### src/hdl/oamdma_pkg.sv
// Shared types, constants and defaults for the sprite-table DMA controller.
`default_nettype none
package oamdma_pkg;

	localparam int unsigned TableBytesDefault  = 160;
	localparam int unsigned DotsPerCopyDefault = 4;

	localparam logic [2:0] START_DELAY  = 3'd4;
	localparam logic [2:0] FINISH_DELAY = 3'd4;

	localparam logic [15:0] OAM_LO     = 16'hFE00;
	localparam logic [15:0] OAM_HI     = 16'hFEFF;
	localparam logic [15:0] HIGH_LO    = 16'hFF00;
	localparam logic [15:0] VIDEO_LO   = 16'h8000;
	localparam logic [15:0] VIDEO_HI   = 16'h9FFF;
	localparam logic [7:0]  VPAGE_LO   = 8'h80;
	localparam logic [7:0]  VPAGE_HI   = 8'h9F;

	typedef enum logic [1:0] {
		REQ_TICK  = 2'd0,
		REQ_WRITE = 2'd1,
		REQ_ACK   = 2'd2,
		REQ_NONE  = 2'd3
	} req_kind_t;

	typedef struct packed {
		logic [1:0]  req_type;
		logic [7:0]  source_page;
		logic [15:0] query_addr;
	} oamdma_req_t;

	typedef struct packed {
		logic        is_busy;
		logic        copy_waiting;
		logic [7:0]  waiting_count;
		logic [15:0] read_address;
		logic [7:0]  table_offset;
		logic [7:0]  register_value;
		logic        access_blocked;
		logic        video_bus_source;
		logic        conflict_valid;
		logic [15:0] conflict_address;
	} oamdma_status_t;

	typedef struct packed {
		logic       busy_flag;
		logic       start_waiting;
		logic       restart_armed;
		logic       restart_warm;
		logic [7:0] last_written;
		logic [7:0] current_page;
		logic [7:0] next_page;
		logic [7:0] byte_index;
		logic [2:0] dot_phase;
		logic [2:0] start_delay_left;
		logic [2:0] finish_delay_left;
		logic [7:0] copies_owed;
	} oamdma_state_t;

endpackage
`default_nettype wire

### src/hdl/oamdma_stream_if.sv
// Valid/ready stream interface carrying one payload beat per handshake.
`default_nettype none
interface oamdma_stream_if #(
	parameter type payload_t = logic
);
	logic     valid;
	logic     ready;
	payload_t payload;

	modport source (output valid, output payload, input ready);
	modport sink (input valid, input payload, output ready);
endinterface
`default_nettype wire

### src/hdl/oamdma_engine.sv
// Transfer state registers and their next-state logic for one request beat.
`default_nettype none
module oamdma_engine
	import oamdma_pkg::*;
#(
	parameter int unsigned TABLE_BYTES   = TableBytesDefault,
	parameter int unsigned DOTS_PER_COPY = DotsPerCopyDefault
) (
	input  wire           clk,
	input  wire           arst_n,
	input  wire           fire,
	input  oamdma_req_t   req_beat,
	output oamdma_state_t state_nxt
);

	oamdma_state_t state_q;

	function automatic oamdma_state_t launch(input oamdma_state_t s);
		oamdma_state_t r;
		r                   = s;
		r.restart_warm      = s.busy_flag;
		r.busy_flag         = 1'b1;
		r.start_waiting     = 1'b0;
		r.restart_armed     = 1'b0;
		r.current_page      = s.next_page;
		r.byte_index        = '0;
		r.dot_phase         = '0;
		r.finish_delay_left = '0;
		r.copies_owed       = '0;
		return r;
	endfunction

	always_comb begin
		logic [3:0] ph;
		logic [8:0] sum;
		oamdma_state_t n;
		n   = state_q;
		ph  = {1'b0, state_q.dot_phase} + 4'd1;
		sum = {1'b0, state_q.byte_index} + {1'b0, state_q.copies_owed};
		case (req_kind_t'(req_beat.req_type))
			REQ_TICK: begin
				if (state_q.finish_delay_left != '0) begin
					n.finish_delay_left = state_q.finish_delay_left - 3'd1;
					if (state_q.finish_delay_left == 3'd1) begin
						n.busy_flag = 1'b0;
					end
				end else if (state_q.busy_flag) begin
					if (ph >= 4'(DOTS_PER_COPY) && sum < 9'(TABLE_BYTES)) begin
						n.dot_phase   = '0;
						n.copies_owed = state_q.copies_owed + 8'd1;
					end else if (ph > 4'(DOTS_PER_COPY)) begin
						n.dot_phase = 3'(DOTS_PER_COPY);
					end else begin
						n.dot_phase = ph[2:0];
					end
				end
				if (n.start_waiting && !n.restart_armed) begin
					if (n.start_delay_left != '0) begin
						n.start_delay_left = n.start_delay_left - 3'd1;
					end
					if (n.start_delay_left == '0) begin
						if (n.busy_flag && n.copies_owed != '0) begin
							n.restart_armed = 1'b1;
						end else begin
							n = launch(n);
						end
					end
				end
			end
			REQ_WRITE: begin
				n.last_written     = req_beat.source_page;
				n.next_page        = req_beat.source_page;
				n.start_waiting    = 1'b1;
				n.restart_armed    = 1'b0;
				n.start_delay_left = START_DELAY;
				if (!state_q.busy_flag) begin
					n.byte_index        = '0;
					n.dot_phase         = '0;
					n.finish_delay_left = '0;
					n.copies_owed       = '0;
				end
			end
			REQ_ACK: begin
				if (state_q.copies_owed != '0) begin
					n.copies_owed  = state_q.copies_owed - 8'd1;
					n.byte_index   = state_q.byte_index + 8'd1;
					n.restart_warm = 1'b0;
					if (state_q.restart_armed && n.copies_owed == '0) begin
						n = launch(n);
					end else if (n.byte_index >= 8'(TABLE_BYTES)) begin
						n.copies_owed       = '0;
						n.dot_phase         = '0;
						n.finish_delay_left = FINISH_DELAY;
					end
				end
			end
			default: begin
				n = state_q;
			end
		endcase
		state_nxt = n;
	end

	always_ff @(posedge clk or negedge arst_n) begin
		if (!arst_n) begin
			state_q <= '0;
		end else if (fire) begin
			state_q <= state_nxt;
		end
	end

endmodule
`default_nettype wire

### src/hdl/oamdma_status.sv
// Status word built from the updated transfer state and the query address.
`default_nettype none
module oamdma_status
	import oamdma_pkg::*;
(
	input  oamdma_state_t  state,
	input  wire [15:0]     query_addr,
	output oamdma_status_t status_beat
);

	logic [15:0] rd_addr;
	logic        video_page;
	logic        video_addr;
	logic        blocked;
	logic        cvalid;

	always_comb begin
		rd_addr    = {state.current_page, 8'h00} + {8'h00, state.byte_index};
		video_page = state.current_page >= VPAGE_LO && state.current_page <= VPAGE_HI;
		video_addr = query_addr >= VIDEO_LO && query_addr <= VIDEO_HI;
		cvalid     = state.busy_flag && state.byte_index != '0;

		if (!state.busy_flag) begin
			blocked = 1'b0;
		end else if (query_addr >= OAM_LO && query_addr <= OAM_HI) begin
			blocked = state.byte_index != '0 || state.restart_warm;
		end else if (state.byte_index == '0 || query_addr >= HIGH_LO) begin
			blocked = 1'b0;
		end else begin
			blocked = video_addr == video_page;
		end

		status_beat.is_busy          = state.busy_flag;
		status_beat.copy_waiting     = state.copies_owed != '0;
		status_beat.waiting_count    = state.copies_owed;
		status_beat.read_address     = rd_addr;
		status_beat.table_offset     = state.byte_index;
		status_beat.register_value   = state.last_written;
		status_beat.access_blocked   = blocked;
		status_beat.video_bus_source = video_page;
		status_beat.conflict_valid   = cvalid;
		status_beat.conflict_address = cvalid ? rd_addr - 16'd1 : 16'h0000;
	end

endmodule
`default_nettype wire

### src/hdl/oamdma_out_buf.sv
// Output register with a skid entry so intake can take one more beat while a status beat is stalled.
`default_nettype none
module oamdma_out_buf
	import oamdma_pkg::*;
(
	input  wire            clk,
	input  wire            arst_n,
	input  wire            in_valid,
	output logic           in_ready,
	input  oamdma_status_t in_beat,
	output logic           out_valid,
	input  wire            out_ready,
	output oamdma_status_t out_beat
);

	logic           out_vld_q;
	logic           skid_vld_q;
	oamdma_status_t out_q;
	oamdma_status_t skid_q;
	logic           in_fire;

	assign in_ready  = !skid_vld_q;
	assign in_fire   = in_valid && !skid_vld_q;
	assign out_valid = out_vld_q;
	assign out_beat  = out_q;

	always_ff @(posedge clk or negedge arst_n) begin
		if (!arst_n) begin
			out_vld_q  <= 1'b0;
			skid_vld_q <= 1'b0;
		end else if (!out_vld_q || out_ready) begin
			if (skid_vld_q) begin
				out_vld_q  <= 1'b1;
				skid_vld_q <= 1'b0;
			end else begin
				out_vld_q <= in_fire;
			end
		end else if (in_fire) begin
			skid_vld_q <= 1'b1;
		end
	end

	always_ff @(posedge clk) begin
		if (!out_vld_q || out_ready) begin
			if (skid_vld_q) begin
				out_q <= skid_q;
			end else if (in_fire) begin
				out_q <= in_beat;
			end
		end else if (in_fire) begin
			skid_q <= in_beat;
		end
	end

endmodule
`default_nettype wire

### src/hdl/oam_dma_transfer_controller_unit.sv
// Top level of the sprite-table DMA controller: engine, status logic and output buffer.
//
//  Channel  Dir  Payload          Content
//  req      in   oamdma_req_t     dot tick, register write or copy acknowledge
//  status   out  oamdma_status_t  transfer status after that request
//
// Each request beat produces one registered status beat; one beat per cycle
// while status does not stall. The state update and status decode sit between the
// engine registers and the output register, so the rate is set by that single stage.
// Reset clears all transfer state and empties the output buffer.
// When status stalls, one more request is taken into the skid entry, then req stalls.
`default_nettype none
module oam_dma_transfer_controller_unit
	import oamdma_pkg::*;
#(
	parameter int unsigned TABLE_BYTES   = TableBytesDefault,
	parameter int unsigned DOTS_PER_COPY = DotsPerCopyDefault
) (
	input wire              clk,
	input wire              arst_n,
	oamdma_stream_if.sink   req,
	oamdma_stream_if.source status
);

	oamdma_state_t  state_nxt;
	oamdma_status_t status_nxt;
	oamdma_req_t    req_beat;
	logic           req_ready;
	logic           fire;

	assign req_beat  = req.payload;
	assign req.ready = req_ready;
	assign fire      = req.valid && req_ready;

	oamdma_engine #(
		.TABLE_BYTES  (TABLE_BYTES),
		.DOTS_PER_COPY(DOTS_PER_COPY)
	) u_engine (
		.clk      (clk),
		.arst_n   (arst_n),
		.fire     (fire),
		.req_beat (req_beat),
		.state_nxt(state_nxt)
	);

	oamdma_status u_status (
		.state      (state_nxt),
		.query_addr (req_beat.query_addr),
		.status_beat(status_nxt)
	);

	oamdma_out_buf u_out_buf (
		.clk      (clk),
		.arst_n   (arst_n),
		.in_valid (req.valid),
		.in_ready (req_ready),
		.in_beat  (status_nxt),
		.out_valid(status.valid),
		.out_ready(status.ready),
		.out_beat (status.payload)
	);

endmodule
`default_nettype wire

### src/flat_wrapper.sv
// flat-port wrapper written by rule: the top's interface ports become plain ports
module oam_dma_transfer_controller_unit_flat import oamdma_pkg::*;
#(
	parameter int unsigned TABLE_BYTES   = TableBytesDefault,
	parameter int unsigned DOTS_PER_COPY = DotsPerCopyDefault
)
  (clk, arst_n, req_valid, req_payload, req_ready, status_valid, status_payload, status_ready);
  oamdma_stream_if #(.payload_t(oamdma_req_t)) req_i ();
  oamdma_stream_if #(.payload_t(oamdma_status_t)) status_i ();
  input wire clk;
  input wire arst_n;
  input wire logic [$bits(req_i.valid)-1:0] req_valid;
  input wire logic [$bits(req_i.payload)-1:0] req_payload;
  output wire logic [$bits(req_i.ready)-1:0] req_ready;
  output wire logic [$bits(status_i.valid)-1:0] status_valid;
  output wire logic [$bits(status_i.payload)-1:0] status_payload;
  input wire logic [$bits(status_i.ready)-1:0] status_ready;
  assign req_i.valid = req_valid;
  assign req_i.payload = req_payload;
  assign req_ready = req_i.ready;
  assign status_valid = status_i.valid;
  assign status_payload = status_i.payload;
  assign status_i.ready = status_ready;
  oam_dma_transfer_controller_unit #(.TABLE_BYTES(TABLE_BYTES), .DOTS_PER_COPY(DOTS_PER_COPY)) u_core (.clk(clk), .arst_n(arst_n), .req(req_i), .status(status_i));
endmodule
### config.mk
export PLATFORM = sky130hd
export DESIGN_NAME = oam_dma_transfer_controller_unit_flat
export DESIGN_NICKNAME = d
export VERILOG_FILES = /design/src/hdl/oamdma_pkg.sv /design/src/hdl/oamdma_stream_if.sv /design/src/hdl/oamdma_engine.sv /design/src/hdl/oamdma_status.sv /design/src/hdl/oamdma_out_buf.sv /design/src/hdl/oam_dma_transfer_controller_unit.sv /design/src/flat_wrapper.sv
export SDC_FILE = /design/constraint.sdc
export NUM_CORES = 1
export LEC_CHECK = 0
export BUFFER_PORTS_ARGS = -buffer_cell sky130_fd_sc_hd__buf_4
export CORE_ASPECT_RATIO = 0.5
export CORE_MARGIN = 10
export CORE_UTILIZATION = 60
export CTS_BUF_LIST = sky130_fd_sc_hd__clkbuf_16
export CTS_CLUSTER_DIAMETER = 100
export DETAILED_ROUTE_END_ITERATION = 10
export PLACE_DENSITY_LB_ADDON = 0.3
export SYNTH_ARGS = -nofsm -noshare
export SYNTH_HDL_FRONTEND = slang
export SYNTH_SLANG_ARGS = --single-unit
### constraint.sdc
create_clock -name clk -period 5.6 [get_ports clk]
set_clock_uncertainty 0.2 [all_clocks]
set_input_delay 0.84 -clock clk [delete_from_list [all_inputs] [get_ports clk]]
set_output_delay 0.84 -clock clk [all_outputs]
set_load 0.05 [all_outputs]
# Word-level counts from Yosys, hierarchy flattened
# Index checks and enable logic that the tools add are counted.
[totals] regBits=177 latch_bits=0 ram_bits=0 rom_bits=0 in_bits=30 output_inout_bits=63 mem_count=0
[op_classes] n_addsub=9 multipliers=0 div=0 n_lt_le_gt_ge=11 n_eq_ne=11 shift=0 mux=43 bitwise_logic=3 reduce_logical=36
[ops] cell="$mux W53" n=3
[ops] cell="$mux W61" n=2
[ops] cell="$pmux W33 S3" n=1
[ops] cell="$mux W50" n=1
[ops] cell="$ge A16 B16 Y1 const B" n=3
[ops] cell="$mux W11" n=4
[ops] cell="$mux W36" n=1
[ops] cell="$le A16 B16 Y1 const B" n=2
[ops] cell="$mux W8" n=4
[ops] cell="$reduce_bool A8 Y1" n=4
[ops] cell="$mux W3" n=10
[ops] cell="$pmux W8 S3" n=1
[ops] cell="$add A16 B8 Y16" n=1
[ops] cell="$add A8 B1 Y8 const B" n=2
[ops] cell="$ge A8 B8 Y1 const B" n=2
[ops] cell="$logic_not A8 Y1" n=2
[ops] cell="$mux W16" n=1
[ops] cell="$pmux W8 S2" n=1
[ops] cell="$sub A16 B1 Y16 const B" n=1
[ops] cell="$ne A2 B2 Y1 const B" n=6
[ops] cell="$mux W1" n=10
[ops] cell="$add A8 B8 Y9" n=1
[ops] cell="$logic_and A1 B1 Y1" n=9
[ops] cell="$lt A9 B8 Y1 const B" n=1
[ops] cell="other kinds (26)" n=40

# Longest topological paths before layout
# Gate-level depths: netlist (run 1).
[depth] word_depth=21 depth_mapped=17 mapped_depth_nobuf=16

# Cells and area by module
# Synthesis (run 1) repeated with hierarchy kept, for this count alone.
[hier_totals] cells_unflattened=890 area_unflattened_um2=9865.7
[modules_own_cells] mod="oamdma_out_buf" n_inst=1 cells_each=199 area_each_um2=4682.0 seq_area_each_um2=3713.6
[modules_own_cells] mod="oamdma_engine" n_inst=1 cells_each=583 area_each_um2=4453.0 seq_area_each_um2=1326.3
[modules_own_cells] mod="oamdma_status" n_inst=1 cells_each=107 area_each_um2=724.4 seq_area_each_um2=0.0
[modules_own_cells] mod="oam_dma_transfer_controller_unit" n_inst=1 cells_each=1 area_each_um2=6.3 seq_area_each_um2=0.0

# Least setup slack after synthesis (run 1)
# Ideal clock, no wire load.
[synth_timing] path_kind="input port to flip-flop" start="input port req_valid" end="register u_core.u_out_buf.skid_q[0] in the netlist's numbering (enable)" setup_ps=464 arrival_time_ps=3584 required_time_ps=4936 slack_ps=1352 path_stages=4 n_path_buf=2 cell_sequence="nand2_1 clkbuf_1 buf_1 nor2_1"
[synth_via] elab_chain_len=2
[synth_rtl] element="from (decl)" line_no="flat_wrapper.sv:12" rtl="input wire logic [$bits(req_i.valid)-1:0] req_valid;"
[synth_rtl] element="$logic_and A1 B1 Y1" line_no="oamdma_out_buf.sv:23" rtl="assign in_fire = in_valid && !skid_vld_q;"
[synth_rtl] element="$reduce_and A2 Y1 (no source line)"
[synth_rtl] element="to (signal assigned)" line_no="oamdma_out_buf.sv:51" rtl="skid_q <= in_beat;"
[synth_rtl] element="to (decl)" line_no="oamdma_out_buf.sv:19" rtl="oamdma_status_t skid_q;"
# Every way passes these cells.
# A chain may end at the register's enable or synchronous reset.

# Final worst setup path (run 1)
[layout_timing] start="register u_core.u_engine.state_q[23] in the netlist's numbering" end="register u_core.u_out_buf.out_q, in the netlist u_core.u_out_buf.out_beat[15] (data pin)"
[layout_via] elab_chain_len=18 elab_cells_between_ends=27 classes_between="add/sub: 4; order compare: 1; mux: 17; reduce/logical: 5"
[layout_rtl] element="from (decl)" line_no="oamdma_engine.sv:16" rtl="oamdma_state_t state_q;"
[layout_rtl] element="from (signal assigned)" line_no="oamdma_engine.sv:108" rtl="state_q <= state_nxt;"
[layout_rtl] element="$add A8 B8 Y9" line_no="oamdma_engine.sv:39" rtl="sum = {1'b0, state_q.byte_index} + {1'b0, state_q.copies_owed};"
[layout_rtl] element="$lt A9 B8 Y1" line_no="oamdma_engine.sv:48" rtl="if (ph >= 4'(DOTS_PER_COPY) && sum < 9'(TABLE_BYTES)) begin"
[layout_rtl] element="$logic_and A1 B1 Y1" line_no="oamdma_engine.sv:48"
[layout_rtl] element="$mux W8" line_no="oamdma_engine.sv:48"
[layout_rtl] element="$mux W8" line_no="oamdma_engine.sv:47" rtl="end else if (state_q.busy_flag) begin"
[layout_rtl] element="$mux W8" line_no="oamdma_engine.sv:42" rtl="if (state_q.finish_delay_left != '0) begin"
[layout_rtl] element="$mux W8" line_no="oamdma_engine.sv:40" rtl="case (req_kind_t'(req_beat.req_type))"
[layout_rtl] element="$reduce_bool A8 Y1" line_no="oamdma_engine.sv:62" rtl="if (n.busy_flag && n.copies_owed != '0) begin"
[layout_rtl] element="(+2 left out)"
[layout_rtl] element="$mux W53" line_no="oamdma_engine.sv:61" rtl="if (n.start_delay_left == '0) begin"
[layout_rtl] element="$mux W53" line_no="oamdma_engine.sv:57" rtl="if (n.start_waiting && !n.restart_armed) begin"
[layout_rtl] element="$pmux W33 S3 / $pmux W8 S2 (equally long branches)" line_no="oamdma_engine.sv:40"
[layout_rtl] element="$add A16 B8 Y16 / $reduce_bool A8 Y1 (equally long branches)" line_no="oamdma_status.sv:18, oamdma_status.sv:21"
[layout_rtl] element="$sub A16 B1 Y16 / $logic_and A1 B1 Y1 (equally long branches)" line_no="oamdma_status.sv:42, oamdma_status.sv:21"
[layout_rtl] element="$mux W16 *" line_no="oamdma_status.sv:42" rtl="status_beat.conflict_address = cvalid ? rd_addr - 16'd1 : 16'h0000;"
[layout_rtl] element="$mux W61 *" line_no="oamdma_out_buf.sv:47" rtl="end else if (in_fire) begin"
[layout_rtl] element="$mux W61 *" line_no="oamdma_out_buf.sv:45" rtl="if (skid_vld_q) begin"
[layout_rtl] element="to (signal assigned)" line_no="oamdma_out_buf.sv:46" rtl="out_q <= skid_q;"
[layout_rtl] element="to (signal assigned)" line_no="oamdma_out_buf.sv:48" rtl="out_q <= in_beat;"
[layout_rtl] element="to (decl)" line_no="oamdma_out_buf.sv:18" rtl="oamdma_status_t out_q;"
# Every way passes the cells marked *; elsewhere a longest branch is shown, timed or not. The select of a mux whose other input is x is not followed.

==> results of run 1 <==
## logic make-up (layout without fill, tap and decap cells)
kind of cell | Yosys count | count (layout) | share of synthesized area, %
fa+ha+maj | 22 | 22 | 3.06
mux | 60 | 60 | 7.49
buf+inv | 90 | 172 | 4.80
xor+xnor | 15 | 15 | 1.46
flops | 161 | 161 | 50.7
simple gates | 284 | 284 | 14.7
compound gates | 220 | 220 | 17.8
## worst max-delay path, delay by kind of cell, from the launching register on
kind | cells | cell delay, ns
adder cells (fa/ha/maj) | 1 | 0.43
AO/OA/AOI/OAI | 6 | 2.19
flip-flops | 1 | 0.61
multiplexers | 2 | 0.85
AND/OR/NAND/NOR | 2 | 0.61
## report_power, final
group | internal, uW | leakage, uW | switching [uW]
clock | 590 | 0.000276 | 533
sequential | 1440 | 0.00176 | 93.3
combinational | 391 | 0.00225 | 810
## metrics by stage
stage	worst slack, ns	total power [uW]	hold slack [ns]
floorplan	1.35	2390	0.250
global placement	0.790	2690	0.267
detailed placement	0.642	2720	0.291
CTS	0.605	3840	0.308
global route	0.269	4010	0.327
finish	0.498	3850	0.283
## layer usage
layer  track usage [%]  up-vias
met3              5.30       26
li1                  -     3284
met1              33.3     3515
met2              34.3      401
met4              6.22        0
met5                 0        -
## state kept, by name, summed over array words and instances, names as in the netlist
| name | count |
|---|---|
| u_core.u_out_buf.skid_vld_q | 1 |
| u_core.u_out_buf.skid_q | 53 |
| u_core.u_out_buf.out_beat | 53 |
| u_core.u_out_buf.out_valid | 1 |
| u_core.u_engine.state_q | 53 |
## layout make-up
class / count / share of cell area, %
Clock buffer: 17 / 4.12
Clock inverter: 15 / 1.44
Inverter: 31 / 1.13
Multi-Input combinational cell: 601 / 38.9
Sequential cell: 161 / 44.1
Tap cell: 198 / 2.40
Timing Repair Buffer: 109 / 7.92
## synth_stat cells, types with 4 or more instances
cell type    n
nand2_1    129
a22oi_1      5
buf_6        6
a221o_1      4
edfxtp_1   106
and2_1       5
nand2b_1     5
a21oi_1     36
and4_1       7
o21ai_1      5
buf_2        6
nor2_1      60
ha_1        22
mux2_2      48
o22ai_1      6
a21o_1       4
mux2i_1      9
inv_1       29
a31oi_1     11
nand3_1     19
dfrtp_1     55
o31ai_1     20
a22o_1       5
o21a_1       6
a211oi_1     5
o21ai_0     57
buf_1        5
a31o_2       5
clkbuf_1    31
xnor2_1     12
nor3_1      12
a211oi_2     4
or3_1        5
buf_4       11
nand4_1      6
nor4_1       4
and3_1      13
## path summary, 6_finish.rpt
kind / from / to / slack [ns]
max: u_core.u_engine.state_q[23] / u_core.u_out_buf.out_beat[15] / 0.50
min: arst_n / u_core.u_engine.state_q[52] / 0.28
max reg2reg: u_core.u_engine.state_q[23] / u_core.u_out_buf.out_beat[15] / 0.50
min reg2reg: u_core.u_engine.state_q[45] / u_core.u_engine.state_q[45] / 0.31
max in group asynchronous: arst_n / u_core.u_engine.state_q[51] / 4.39
min in group clk: u_core.u_engine.state_q[45] / u_core.u_engine.state_q[45] / 0.31
==> flow_metrics.tcl, run 1 <==
set metrics [dict create \
    setup_viol_count_final 0 \
    detail_route.iter0.violations 811 \
    met2_wirelength_um 10500 \
    ys.warnings.count 0 \
    gp_congestion 0.932 \
    worst_slew_pin_slew_ns 1.14 \
    synth_area_per_cell_um2 10.6 \
    top_layer "met4" \
    coreArea_um2 14600 \
    syn_nets 904 \
    cts_setup_buffers 0 \
    start_kind "register" \
    dp.final_hpwl_um 16500 \
    post-route-util_pct 70.8 \
    ctsLongestPathBuffers 2 \
    peakVddDrop_uv 215 \
    cts_resized 0 \
    yosysSeqAreaShare_pct 50.7 \
    max_freq_ghz 0.196 \
    firstDrtPassIters 5 \
    synthFlopType "edfxtp_1" \
    hold_viol 0 \
    final_area_um2 10300 \
    final_cell_mix "nand2_1, buf_4, edfxtp_1" \
    period_share_pct 91.1 \
    place_area_um2 9760 \
    maxCapViolCount 0 \
    yosys.area.top_type "edfxtp_1" \
    synthToLayoutAreaGrowth_pct 14.8 \
    diodes 0 \
    arrival_ns 5.12 \
    rows 31 \
    syn_area_um2 9000 \
    htree_levels 4 \
    grt_usage_pct 23.1 \
    clock_sinks 161 \
    nets 973 \
    synth_edf_count 106 \
    multi_input_area_um2 4020 \
    grt_pass1_wl_um 37700 \
    path_cells "ha_1 -> a2111oi_4 -> a21oi_2 -> mux2_4 -> a211oi_2 -> mux2_2 -> a31oi_2 -> o22ai_1 -> and4_1 -> and4_1 -> o31ai_1" \
    slowest_stage "dfrtp_1" \
    drt-met1-wl_um 10500 \
    clk_pin_slew_worst_paths_ns 0.07 \
    wirelength_um 23900 \
    ff2ff_path_depth 11 \
    die_area_um2 20600 \
    drive_gt1_share_pct 24.1 \
    maxSlewViolCount 0 \
    hold_buffers 0 \
    cp_common_cell "and4_1" \
    slowest_delay_ns 0.61 \
    start_util_pct 61.7 \
    grt_pass1_vias 6957 \
    synth_top_cell_area_share_pct 35.4 \
    post_drt_wl_per_cell_um 21.1 \
    p_per_area_nw_per_um2 373 \
    vias 7226 \
    synthDistinctLibCells 86 \
    io_buffers 84 \
    grt_max_degree 56 \
    fp.dieH_um 107 \
    p_leak_uw 0.00428 \
    outcome "finished clean" \
    numCtsBuffers 17 \
    gr-total-overflow 0 \
    synth_top_cells_by_area "edfxtp_1, dfrtp_1, mux2_2" \
    met3_length_um 2640 \
    min_period_ns 5.10 \
    drc 0 \
    antenna_found_initial 0 \
    fin_cells 1132 \
    seq_area_um2 4560 \
    cts_root_buf "clkbuf_16" \
    crit_path_end_kind "register" \
    die-width_um 193 \
    setup-tns-final_ns 0 \
    relSlewSlack_pct 23.5 \
    clock_latency_ns 0.43 \
    syn_inst 852 \
    io_pins 93 \
    cts_tree "done" \
    viasPerCell 6.38 \
    place_inst 1100 \
    mostFrequentLayoutCell "nand2_1" \
    path_class "reg -> reg" \
    rsz0062_at_grt "no" \
    cp.required_ns 5.62 \
    critPathMaxFanout 13 \
    fill_cells 1055 \
    synth-seq-cells 161 \
    ant_nets 0 \
    hp-class "in -> async" \
    synthArstFlopShare_pct 34.2 \
]
No activity file was read; power rests on OpenSTA's default activity.
==> inputs of run 2 (changes only) <==
Settings changed: PLACE_DENSITY_LB_ADDON 0.3 to 0.15, SYNTH_HIERARCHICAL from default to 1, TNS_END_PERCENT from default to 1.
==> flow_metrics.tcl, run 2 <==
set metrics [dict create \
    power.internal_uw 3410 \
    io_buffers 84 \
    maxCapViolCount 0 \
    hold_viol 0 \
    ys.warnings.count 6 \
    die_area_um2 22000 \
    met2_wirelength_um 10100 \
    outcome "finished clean" \
    worst_slew_pin_slew_ns 1.12 \
    numCtsBuffers 17 \
    slowest_stage "or4_4" \
    clock_sinks 177 \
    top_layer "met4" \
    p_per_area_nw_per_um2 524 \
    viasPerCell 6.05 \
    start_kind "register" \
    final_cell_mix "edfxtp_1, buf_4, nand2_1" \
    pre_cts_ws_ns 0.278 \
    seq_power_share_pct 35.7 \
    synthToLayoutAreaGrowth_pct 11.5 \
    htree_levels 4 \
    ctsLongestPathBuffers 2 \
    p_clk_share_pct 20.6 \
    post_drt_wl_per_cell_um 19.6 \
    r2r-end "u_core/u_out_buf/out_beat[9]" \
    drt-met1-wl_um 10300 \
    antenna_found_initial 0 \
    path_class "reg -> reg" \
    max_freq_ghz 0.184 \
    path_cells "ha_2 -> nor3b_1 -> nand3_1 -> and4_2 -> a211o_2 -> a311o_1 -> a22oi_4 -> a31oi_4 -> o31ai_1 -> o31ai_1 -> or4_4 -> or4_4 -> xor2_1 -> nor2_2 -> mux2_2" \
    ant_nets 0 \
    nets 954 \
    final_area_um2 10900 \
    grt_usage_pct 19.9 \
    p_sw_uw 2280 \
    drc 0 \
    mostFrequentLayoutCell "edfxtp_1" \
    setup_slack_ns 0.174 \
    cts_root_buf "clkbuf_16" \
    combPwrFrac_pct 43.7 \
    arrival_ns 5.40 \
    die-width_um 200 \
    clk_pin_slew_worst_paths_ns 0.08 \
    setup_viol_count_final 0 \
    wirelength_um 22300 \
    peakVddDrop_uv 286 \
    syn_area_um2 9740 \
    coreArea_um2 15700 \
    rsz0062_at_grt "yes" \
    gr-total-overflow 0 \
    detail_route.iter0.violations 599 \
    swShare_pct 40.0 \
    grt_pass1_wl_um 35000 \
    r2r-start "u_core/u_engine/state_q[22]" \
    cp.required_ns 5.58 \
    reg2reg_slack_ns 0.17 \
    gp_congestion 0.865 \
    met3_length_um 1740 \
    place_area_um2 10200 \
    clock_latency_ns 0.43 \
    start_util_pct 62.2 \
    critPathMaxFanout 13 \
    relSlewSlack_pct 25.1 \
    ff2ff_path_depth 15 \
    grt_pass1_vias 6390 \
    hold_buffers 0 \
    cts_tree "done" \
    maxSlewViolCount 0 \
    crit_path_end_kind "register" \
    syn_inst 864 \
    syn_nets 914 \
    synth_area_per_cell_um2 11.3 \
    diodes 0 \
    min_period_ns 5.43 \
    p_leak_uw 0.00429 \
    drive_gt1_share_pct 26.5 \
    io_pins 93 \
    slowest_delay_ns 0.62 \
    fp.dieH_um 110 \
    grt_max_degree 65 \
    period_share_pct 96.9 \
    dp.final_hpwl_um 15400 \
    firstDrtPassIters 6 \
    hp-class "in -> async" \
    vias 6884 \
    rows 32 \
]
-- run 2: timing repair --
action,4_1_cts,5_1_grt
setup buffers,0,1
endpoints found under the setup margin,0,18
gates resized for setup,0,2
-- run 2: cell type report --
cell class / instances / area (um2)
flip-flops and latches: 177 / 5040
fillers: 1103 / 4800
multi-input cells: 580 / 4060
repair buffers: 108 / 823
clock buffers: 17 / 425
well taps: 221 / 277
clock inverters: 15 / 150
inverters: 20 / 75.1
-- run 2: how the worst max path moves through the flow --
stage / endpoint / slack [ns] / startpoint
6_report: u_core/u_out_buf/out_beat[9] / 0.17 / u_core/u_engine/state_q[22]
5_1_grt: u_core/u_out_buf/out_beat[12] / -0.03 / u_core/u_engine/state_q[22]
4_1_cts: u_core/u_out_buf/out_beat[15] / 0.21 / u_core/u_engine/state_q[22]
3_5_place_dp: u_core/u_out_buf/out_beat[15] / 0.28 / u_core/u_engine/state_q[22]
3_3_place_gp: u_core/u_out_buf/out_beat[15] / 0.33 / u_core/u_engine/state_q[22]
2_1_floorplan: u_core/u_out_buf/out_beat[9] / 0.69 / u_core/u_engine/state_q[4]
-- run 2: power groups by stage --
stage / combinational, uW / clock, uW / sequential, uW
after floorplan: 1680 / 0 / 2340
after global placement: 2380 / 0 / 2040
after detailed placement: 2440 / 0 / 2050
after CTS: 2460 / 1190 / 2030
after global routing: 2680 / 1240 / 2060
final: 2490 / 1170 / 2030
-- run 2: stage by stage --
step,setup TNS [ns],hold WS (ns),total power [uW],util [%],instances
after floorplan,0,0.272,4010,-,864
after global placement,0,0.285,4430,65.5,1105
after detailed placement,0,0.292,4500,65.5,1105
after CTS,0,0.286,5680,69.1,1137
after global routing,-0.121,0.312,5990,69.3,1138
final,0,0.266,5690,69.3,1138
-- run 2: layer usage --
| metal | global-route usage (%) | vias up |
|---|---|---|
| met5 | 0 | - |
| met4 | 4.27 | 0 |
| met3 | 4.80 | 13 |
| met2 | 31.5 | 257 |
| met1 | 27.4 | 3382 |
| li1 | - | 3232 |
-- run 2: critical path, delay by kind of cell, from the launching register on --
family                   cells  cell delay, ns
AO/OA/AOI/OAI                6            1.89
AND/OR/NAND/NOR              6            1.69
flip-flops                   1            0.50
adder cells (fa/ha/maj)      1            0.45
multiplexers                 1            0.26
XOR/XNOR                     1            0.17
